$ cat src/rtl/argr_pkg.sv
// Shared constants, opcodes and the emitter request type for the adaptive
// rank Golomb-Rice codec. No dependencies.
package argr_pkg;

  localparam int SYM_W              = 8;
  localparam int ADDR_W             = 16;
  localparam int WORD_BITS          = 32;
  localparam int FILL_W             = 5;
  localparam int FREQ_WIDTH_DEF     = 16;
  localparam int ADAPT_PERIOD_DEF   = 256;
  localparam int RUN_W              = 9;

  localparam logic [1:0] OP_DATA   = 2'd0;
  localparam logic [1:0] OP_FINISH = 2'd1;
  localparam logic [1:0] OP_CLEAR  = 2'd2;

  localparam logic [8:0]  END_CODE = 9'd256;
  localparam logic [8:0]  RUN_MAX  = 9'd511;
  localparam logic [2:0]  K_RESET  = 3'd3;

  // Request from the sequencer to the output stage
  typedef struct packed {
    logic                   push;
    logic                   fin;
    logic                   fin_end;
    logic                   end_flag;
    logic [WORD_BITS-1:0]   value;
  } emit_req_t;

endpackage

$ cat src/rtl/argr_emit.sv
// Output stage: holds one pending result until the next one or the end of
// the item says whether it is the last, plus the output register. Uses argr_pkg.
module argr_emit import argr_pkg::*; (
  input  logic                 clk,
  input  logic                 rst_n,
  input  emit_req_t            req,
  output logic                 rdy,
  output logic                 out_tvalid,
  input  logic                 out_tready,
  output logic [WORD_BITS-1:0] out_tdata,   // value
  output logic                 out_tuser,   // stream_end
  output logic                 out_tlast    // last
);

  logic                 pend_v_r, pend_v_nxt;
  logic [WORD_BITS-1:0] pend_val_r, pend_val_nxt;
  logic                 pend_end_r, pend_end_nxt;
  logic                 out_v_r, out_v_nxt;
  logic [WORD_BITS-1:0] out_val_r, out_val_nxt;
  logic                 out_end_r, out_end_nxt;
  logic                 out_last_r, out_last_nxt;
  logic                 out_free;

  assign out_free = !out_v_r || out_tready;
  assign rdy      = !pend_v_r || out_free;

  // Move the pending result out on a new push or on the end of the item
  always_comb begin
    pend_v_nxt   = pend_v_r;
    pend_val_nxt = pend_val_r;
    pend_end_nxt = pend_end_r;
    out_v_nxt    = out_v_r && !out_tready;
    out_val_nxt  = out_val_r;
    out_end_nxt  = out_end_r;
    out_last_nxt = out_last_r;
    if (req.push && rdy) begin
      if (pend_v_r) begin
        out_v_nxt    = 1'b1;
        out_val_nxt  = pend_val_r;
        out_end_nxt  = pend_end_r;
        out_last_nxt = 1'b0;
      end
      pend_v_nxt   = 1'b1;
      pend_val_nxt = req.value;
      pend_end_nxt = req.end_flag;
    end else if (req.fin && rdy && pend_v_r) begin
      out_v_nxt    = 1'b1;
      out_val_nxt  = pend_val_r;
      out_end_nxt  = pend_end_r | req.fin_end;
      out_last_nxt = 1'b1;
      pend_v_nxt   = 1'b0;
    end
  end

  always_ff @(posedge clk) begin
    if (!rst_n) begin
      pend_v_r <= 1'b0;
      out_v_r  <= 1'b0;
    end else begin
      pend_v_r <= pend_v_nxt;
      out_v_r  <= out_v_nxt;
    end
    pend_val_r <= pend_val_nxt;
    pend_end_r <= pend_end_nxt;
    out_val_r  <= out_val_nxt;
    out_end_r  <= out_end_nxt;
    out_last_r <= out_last_nxt;
  end

  assign out_tvalid = out_v_r;
  assign out_tdata  = out_val_r;
  assign out_tuser  = out_end_r;
  assign out_tlast  = out_last_r;

endmodule

$ cat config.mk
export PLATFORM = sky130hd
export DESIGN_NAME = argr_emit
export DESIGN_NICKNAME = d
export VERILOG_FILES = /design/src/rtl/argr_pkg.sv /design/src/rtl/argr_emit.sv
export SDC_FILE = /design/constraint.sdc
export NUM_CORES = 1
export LEC_CHECK = 0
export BUFFER_PORTS_ARGS = -buffer_cell sky130_fd_sc_hd__buf_2
export CAP_MARGIN = 20
export CORE_MARGIN = 8
export CORE_UTILIZATION = 45
export DETAILED_ROUTE_END_ITERATION = 12
export MAX_ROUTING_LAYER = met4
export PLACE_DENSITY = 0.82
export SYNTH_ARGS = -nofsm -noshare
export SYNTH_HDL_FRONTEND = slang
export SYNTH_SLANG_ARGS = --single-unit
$ cat constraint.sdc
create_clock -name clk -period 4.55 [get_ports clk]
set_input_delay 0.6825 -clock clk [delete_from_list [all_inputs] [get_ports clk]]
set_output_delay 0.6825 -clock clk [all_outputs]
set_load 0.02 [all_outputs]
==> impl_metrics.ini, run 1 <==
[logic_synthesis]
synth_cell_type_count = 14
synth_top_area_cell = edfxtp_1
syn-cell-area_um2 = 2130
synth_top_area_share_pct = 94.5
syn_avg_cell_area_um2 = 26.0
ys_seq_area_share_pct = 96.4
ys_top_cells_by_area = edfxtp_1 95%, dfxtp_1 1.9%, a221o_1 0.47%
yosysWarnings = 0
synth-seq-cells = 69
postSynthNetCount = 121
synthCells = 82

[pwr]
p_seq_share_pct = 59.3
worst_ir_drop_vdd_v = 0.000272
leakage_uw = 0.00107
switching_power_uw = 248
combPwrFrac_pct = 5.4
switching_share_pct = 19.7
power_density_nw_per_um2 = 454
pwr-share-clk_pct = 35.3
internal_power_uw = 1010

[cells_and_area]
nets = 206
fin_cells = 226
fin_util_pct = 59.8
diodes = 0
drive_gt1_share_pct = 51.2
syn2layout_area_growth_pct = 30.0

[critical_path]
path_max_fanout = 3
required_ps = 3870
path_buf_inv = 2
crit_path_end_kind = output port
path_cells = buf_2 > nand3b_1 > buf_2
worst-path-stages = 3
ff2ff_path_depth = 2
crit_type = in -> out
rrSetupSlack_ps = 2770
arrival_ps = 1160
start_kind = primary input
cp_top_family = buffers and inverters
slowest_delay_ps = 180
cp_slowest_cell = nand3b_1
cp_common_cell = buf_2

[clock_tree]
hold_buffers = 0
root_buffer = clkbuf_8
clock_latency_ps = 320
htree_levels = 3
postCtsSetupRepairBufs = 0
cts_max_path_buffers = 2
cts_tree = yes
clkTransAtPathRegs_ps = 60
cts_buffers = 9
cts_resized = 0
cts_sinks = 69

[global_route]
grt_pass1_wl_mm = 5.84
track_usage_pct = 11.3
grt_pass1_vias = 1128
grt_start_max_net_pins = 35
grt.overflow.total = 0
antenna_found_initial = 0

[timing]
max_slew_margin_pct = 33.6
hold_viol = 0
finClkSkew_ps = 6.12
finalCritPeriodShare_pct = 40.4
slew_viol_final = 0
setup_viol_count_final = 0
fmax_mhz = 544
fin_crit_ps = 1840
fin_setup_tns_ps = 0
rsz0062_at_grt = no
worstMarginPinSlew_ps = 993

[floorplan]
die_area_um2 = 7190
start_util_pct = 46.0
core_um2 = 4630
die_h_um = 84.8
pin_count = 75
fp.dieW_um = 84.8
num_rows = 25

[route]
wl_per_cell_um = 16.7
drtPass1Iterations = 4
vias_per_cell = 4.63
num_vias = 1047
drtIter0Drc = 59
post-route-drc-count = 0
final_antenna_net_count = 0
postRouteWirelength_mm = 3.78

[placement]
hpwl_mm = 2.82
io_buffer_count = 74
gp_routability_congestion = 0.702
place_inst = 210

[outcome]
status = complete, no violations

[flow_run]
max_cap_viol_count = 0

[min_path]
whs_path_depth = 0
hold_path.class = reg -> reg
## area by class of cell
cell class              count  area, µm²
repair buffers             74        370
flip-flops and latches     69       2050
well taps                  54       67.6
inverters                   1       3.75
multi-input cells          12       91.3
clock buffers              11        131
clock inverters             5       51.3
fillers                   332       1860
## final timing paths
kind / from / to
setup / recovery: out_tready / rdy
hold / removal: pend_val_r[16] / out_tdata[16]
setup reg to reg: pend_v_r / out_tdata[8]
hold reg to reg: pend_val_r[16] / out_tdata[16]
## flip-flops by register name, summed over array words and instances (netlist names)
name        cells
out_tvalid      1
out_tlast       1
out_tdata      32
out_tuser       1
pend_v_r        1
pend_val_r     32
pend_end_r      1
## stage by stage
step | cell area [µm²] | power, µW | worst slack (ps) | hold WS, ps
3_5_place_dp | 2580 | 828 | 2420 | 405
3_3_place_gp | 2580 | 824 | 2510 | 401
5_1_grt | 2770 | 1310 | 2640 | 426
6_report | 2770 | 1260 | 2710 | 419
2_1_floorplan | 2130 | 789 | 1720 | 400
4_1_cts | 2770 | 1270 | 2700 | 419
## synth_stat cells (all sizes together)
| master | instances |
|---|---|
| a21boi | 1 |
| a21oi | 1 |
| a221o | 1 |
| a31oi | 1 |
| and2 | 1 |
| dfxtp | 2 |
| edfxtp | 67 |
| inv | 1 |
| nand2 | 1 |
| nand2b | 1 |
| nand3b | 1 |
| nor2 | 1 |
| nor2b | 1 |
| o21ai | 2 |
## routing by layer
metal / global-route usage, % / routed length, µm / up-vias
met3: 5.27 / 384 / 9
met4: 6.80 / 84 / 0
met1: 11.7 / 1440 / 481
li1: - / - / 498
met5: - / 0 / -
met2: 17.4 / 1870 / 59
## layout by cell type, fill, tap and decap left out, drive strengths merged, types with 2 or more instances in the layout
master   n
clkinv   4
clkbuf  11
buf     74
edfxtp  67
dfxtp    2
o21ai    2
## power by group through the flow
stage          Combinational [µW]  Sequential (µW)  Clock [µW]
2_1_floorplan                13.3              776           0
3_3_place_gp                 67.1              757           0
3_5_place_dp                 68.9              759           0
4_1_cts                      69.1              745         458
5_1_grt                      73.5              747         487
6_report                     67.6              745         444
## cell families (layout without fill, tap and decap cells)
logic type	Yosys count	in the layout	share of synthesized area (%)
buffers and inverters	1	91	0.176
DFF	69	69	96.4
AOI/OAI and AO/OA	6	6	1.82
and+or+nand+nor	6	6	1.59
Note: power is estimated with default switching activity, not from simulation.
==> inputs of run 2 (changes only) <==
==> constraint.sdc (replaced) <==
create_clock -name clk -period 1.8 [get_ports clk]
set_input_delay 0.27 -clock clk [delete_from_list [all_inputs] [get_ports clk]]
set_output_delay 0.27 -clock clk [all_outputs]
set_load 0.02 [all_outputs]
==> run 2 against run 1 <==
Effect of this change:
- worst setup slack lost 2300 ps
- via count grew 0.57%
- non-clock buffer count grew 3
==> impl_metrics.ini, run 2 (synthesis results as in run 1) <==
[flow_run]
max_cap_viol_count = 0

[global_route]
grt_pass1_wl_mm = 5.73
grt_start_max_net_pins = 35
grt_pass1_vias = 1165
antenna_found_initial = 0
track_usage_pct = 11.2
grt.overflow.total = 0

[timing]
setup_viol_count_final = 0
slew_viol_final = 0
hold_viol = 0
finalCritPeriodShare_pct = 76.3
worstMarginPinSlew_ps = 431
holdWs_ps = 120
finClkSkew_ps = 6.75
fmax_mhz = 728
fin_crit_ps = 1370
max_slew_margin_pct = 70.9
fin_setup_tns_ps = 0
rsz0062_at_grt = no

[cells_and_area]
fill_cells = 358
multi_input_area_um2 = 91.3
mostFrequentLayoutCell = buf_2
layout.cells.most_common_list = 74 x buf_2, 67 x edfxtp_1, 9 x clkbuf_8, 3 x clkinv_2
stdcell_area_um2 = 2780
syn2layout_area_growth_pct = 30.5
diodes = 0
fin_cells = 229
drive_gt1_share_pct = 52.6
nets = 209
final-seq-area_um2 = 2050

[critical_path]
required_ps = 1850
crit_path_end_kind = flop
endpoint = pend_val_r[6]
startpoint = out_tvalid
ff2ff_path_depth = 3
start_kind = flop
arrival_ps = 1430
rr_endpoint = pend_val_r[6]
worstReg2RegStart = out_tvalid
crit_type = reg -> reg
path_max_fanout = 21
rrSetupSlack_ps = 430

[clock_tree]
cts_resized = 0
cts_buffers = 9
clkTransAtPathRegs_ps = 70
cts_sinks = 69
htree_levels = 3
clock_latency_ps = 320
root_buffer = clkbuf_8
cts_max_path_buffers = 2
cts_tree = yes
hold_buffers = 0
postCtsSetupRepairBufs = 0

[floorplan]
fp.dieW_um = 84.8
num_rows = 25
die_h_um = 84.8
pin_count = 75
die_area_um2 = 7190
core_um2 = 4630
start_util_pct = 46.0

[route]
drtIter0Drc = 49
wl_per_cell_um = 16.0
post-route-drc-count = 0
final_antenna_net_count = 0
num_vias = 1053
postRouteWirelength_mm = 3.67
drtPass1Iterations = 4
vias_per_cell = 4.60

[placement]
hpwl_mm = 2.80
postPlaceCellArea_um2 = 2620
place_inst = 213
io_buffer_count = 74
gp_routability_congestion = 0.744

[pwr]
worst_ir_drop_vdd_v = 0.000597
leakage_uw = 0.00107
power_uw = 3040
power_density_nw_per_um2 = 1090

[min_path]
whs_path_depth = 1
hold_path.class = in -> reg

[outcome]
status = complete, no violations
-- run 2: power breakdown --
| group | switching [µW] | internal, µW | leakage, µW |
|---|---|---|---|
| Sequential | 22.2 | 1860 | 0.000654 |
| Combinational | 112 | 67.0 | 0.000340 |
| Clock | 496 | 483 | 0.0000809 |
| Total | 631 | 2410 | 0.00107 |
-- run 2: metrics by stage --
stage	util (%)	worst slack, ps
after global routing	60.0	350
final	60.0	427
after floorplan	-	181
after global placement	56.6	479
after detailed placement	56.6	449
after CTS	60.0	417
-- run 2: critical path: stages, from the launching register on --
cell and delay (ps):
dfxtp_1 370, nor2b_1 410, a21oi_4 100, buf_4 230
-- run 2: worst min-delay path by stage --
stage,from,slack (ps),to
after global placement,pend_val_r[18],400,out_tdata[18]
after detailed placement,pend_val_r[17],400,out_tdata[17]
after CTS,req[12],100,pend_val_r[12]
after floorplan,req[32],370,pend_end_r
final,req[12],120,pend_val_r[12]
after global routing,req[12],100,pend_val_r[12]
-- run 2: metal layers --
layer | global-route usage [%] | wire length [µm]
met1 | 11.7 | 1440
met2 | 17.7 | 1890
met3 | 4.39 | 298
met4 | 6.31 | 44
met5 | - | 0
-- run 2: cell type report --
class | instances | share of cell area [%]
repair buffers | 77 | 14.6
well taps | 54 | 2.43
multi-input cells | 12 | 3.29
clock inverters | 6 | 1.08
clock buffers | 10 | 4.59
flip-flops and latches | 69 | 73.9
inverters | 1 | 0.135
==> inputs of run 3 (changes only) <==
--- a/config.mk
+++ b/config.mk
@@ -5,6 +5,7 @@
 export SDC_FILE = /design/constraint.sdc
 export NUM_CORES = 1
 export LEC_CHECK = 0
+export ABC_AREA = 1
 export BUFFER_PORTS_ARGS = -buffer_cell sky130_fd_sc_hd__buf_2
 export CAP_MARGIN = 20
 export CORE_MARGIN = 8
==> constraint.sdc (replaced) <==
create_clock -name clk -period 1.3 [get_ports clk]
set_input_delay 0.195 -clock clk [delete_from_list [all_inputs] [get_ports clk]]
set_output_delay 0.195 -clock clk [all_outputs]
set_load 0.02 [all_outputs]
==> run 3 against run 2 <==
Effect of this change:
- final cell count grew 0.87%
- sequential power grew 39%
- largest power group unchanged
- critical endpoint is now out_tdata[8]
- area after synthesis is 0.47% lower
- synthesized cell count did not move
- routed wire length increased by 11%
==> impl_metrics.ini, run 3 <==
[critical_path]
path_max_fanout = 32
worstReg2RegStart = out_tvalid
startpoint = out_tvalid
path_buf_inv = 2
cp_slowest_cell = dfxtp_4
path_cells = nand2_2 > o211ai_1 > clkinvlp_4 > buf_12
cp_top_family = buffers and inverters
ff2ff_path_depth = 4
required_ps = 1390
crit_path_end_kind = flop
worst-path-stages = 4
slowest_delay_ps = 370
crit_type = reg -> reg
start_kind = flop
arrival_ps = 1330

[outcome]
status = complete, no violations

[logic_synthesis]
synth_top_area_share_pct = 95.0
synth_edf_count = 67
ys_seq_area_share_pct = 96.9
syn_avg_cell_area_um2 = 25.8
ys.flop_type = edfxtp_1
syn-cell-area_um2 = 2120
synth_cell_type_count = 8
synthCells = 82
synth-seq-cells = 69
yosysWarnings = 0
postSynthNetCount = 121
async_flop_share_pct = 0
ys_top_cells_by_area = edfxtp_1 95%, dfxtp_1 1.9%, inv_1 0.71%
synth_top_area_cell = edfxtp_1
synth.most_common_cell = edfxtp_1
synthTopCellsByCount = 67 x edfxtp_1, 4 x inv_1, 4 x nand2_1

[timing]
worstMarginPinSlew_ps = 346
fmax_mhz = 804
setup_viol_count_final = 0
finalCritPeriodShare_pct = 95.7
hold_viol = 0
max_slew_margin_pct = 76.8
fin_crit_ps = 1240
slew_viol_final = 0
finClkSkew_ps = 3.90
rsz0062_at_grt = no

[clock_tree]
cts_buffers = 9
cts_max_path_buffers = 2
cts_tree = yes
cts_resized = 0
clock_latency_ps = 340
postCtsSetupRepairBufs = 0
htree_levels = 3
hold_buffers = 0
clkTransAtPathRegs_ps = 70
root_buffer = clkbuf_8
cts_sinks = 69

[floorplan]
start_util_pct = 45.8
die_h_um = 84.6
die_area_um2 = 7160
num_rows = 25
core_um2 = 4630
fp.dieW_um = 84.6
pin_count = 75

[cells_and_area]
nets = 211
mostFrequentLayoutCell = buf_2
fin_util_pct = 61.8
diodes = 0
syn2layout_area_growth_pct = 35.1
fin_cells = 231
drive_gt1_share_pct = 55.9
layout.cells.most_common_list = 74 x buf_2, 67 x edfxtp_1, 9 x clkbuf_8, 3 x clkinvlp_4

[placement]
gp_routability_congestion = 0.731
hpwl_mm = 2.90
io_buffer_count = 74
place_inst = 214

[route]
wl_per_cell_um = 17.6
num_vias = 1066
postRouteWirelength_mm = 4.06
drtIter0Drc = 56
post-route-drc-count = 0
drtPass1Iterations = 4
vias_per_cell = 4.61
final_antenna_net_count = 0

[global_route]
grt_start_max_net_pins = 34
grt_pass1_vias = 1168
grt.overflow.total = 0
grt_pass1_wl_mm = 6.12
antenna_found_initial = 0
track_usage_pct = 12.5

[pwr]
pwr-share-clk_pct = 38.8
internal_power_uw = 3750
power_density_nw_per_um2 = 1640
switching_power_uw = 957
worst_ir_drop_vdd_v = 0.000703
p_seq_share_pct = 55.4
switching_share_pct = 20.3
combPwrFrac_pct = 5.7
leakage_uw = 0.00112

[min_path]
whs_path_depth = 1
hold_path.class = in -> reg
min-delay-start = req[0]

[flow_run]
max_cap_viol_count = 0
## run 3: final cells by class
cell class | instances | area (µm²)
clock buffers | 9 | 124
clock inverters | 7 | 88.8
fillers | 340 | 1770
inverters | 4 | 22.5
multi-input cells | 9 | 68.8
flip-flops and latches | 69 | 2060
well taps | 54 | 67.6
repair buffers | 79 | 435
## run 3: final timing paths
kind              endpoint  slack [ps]
max           out_tdata[8]          60
min          pend_val_r[0]          30
max reg2reg   out_tdata[8]          60
min reg2reg  out_tdata[26]         420
## run 3: per-layer routing
metal,global-route usage (%),up-vias,share of wire (%)
met5,-,-,0
met4,8.41,0,2.4
met3,7.41,8,11
met2,19.1,56,50
met1,11.5,499,36
li1,-,503,-
## run 3: cell families (layout without fill, tap and decap cells)
group	count (synthesis)	after routing	synth area share [%]
buf+inv	4	99	0.709
simple gates	5	5	1.18
compound gates	4	4	1.24
flops	69	69	96.9
## run 3: power by group through the flow
stage	Combinational (µW)	Clock [µW]	Sequential, µW
after global placement	261	0	2650
after floorplan	52.8	0	2720
final	271	1830	2610
after detailed placement	273	0	2660
after CTS	274	1870	2610
after global routing	291	1970	2620
## run 3: stage by stage
| stage | TNS, ps | setup slack [ps] | total power [µW] | area [µm²] | hold WS, ps |
|---|---|---|---|---|---|
| final | 0 | 56.1 | 4710 | 2860 | 30.1 |
| after detailed placement | 0 | 7.81 | 2930 | 2640 | 373 |
| after global placement | 0 | 60.0 | 2910 | 2640 | 372 |
| after global routing | 0 | 2.17 | 4880 | 2860 | 2.44 |
| after CTS | 0 | 54.8 | 4750 | 2850 | 15.5 |
| after floorplan | -13140 | -230 | 2770 | 2150 | 294 |
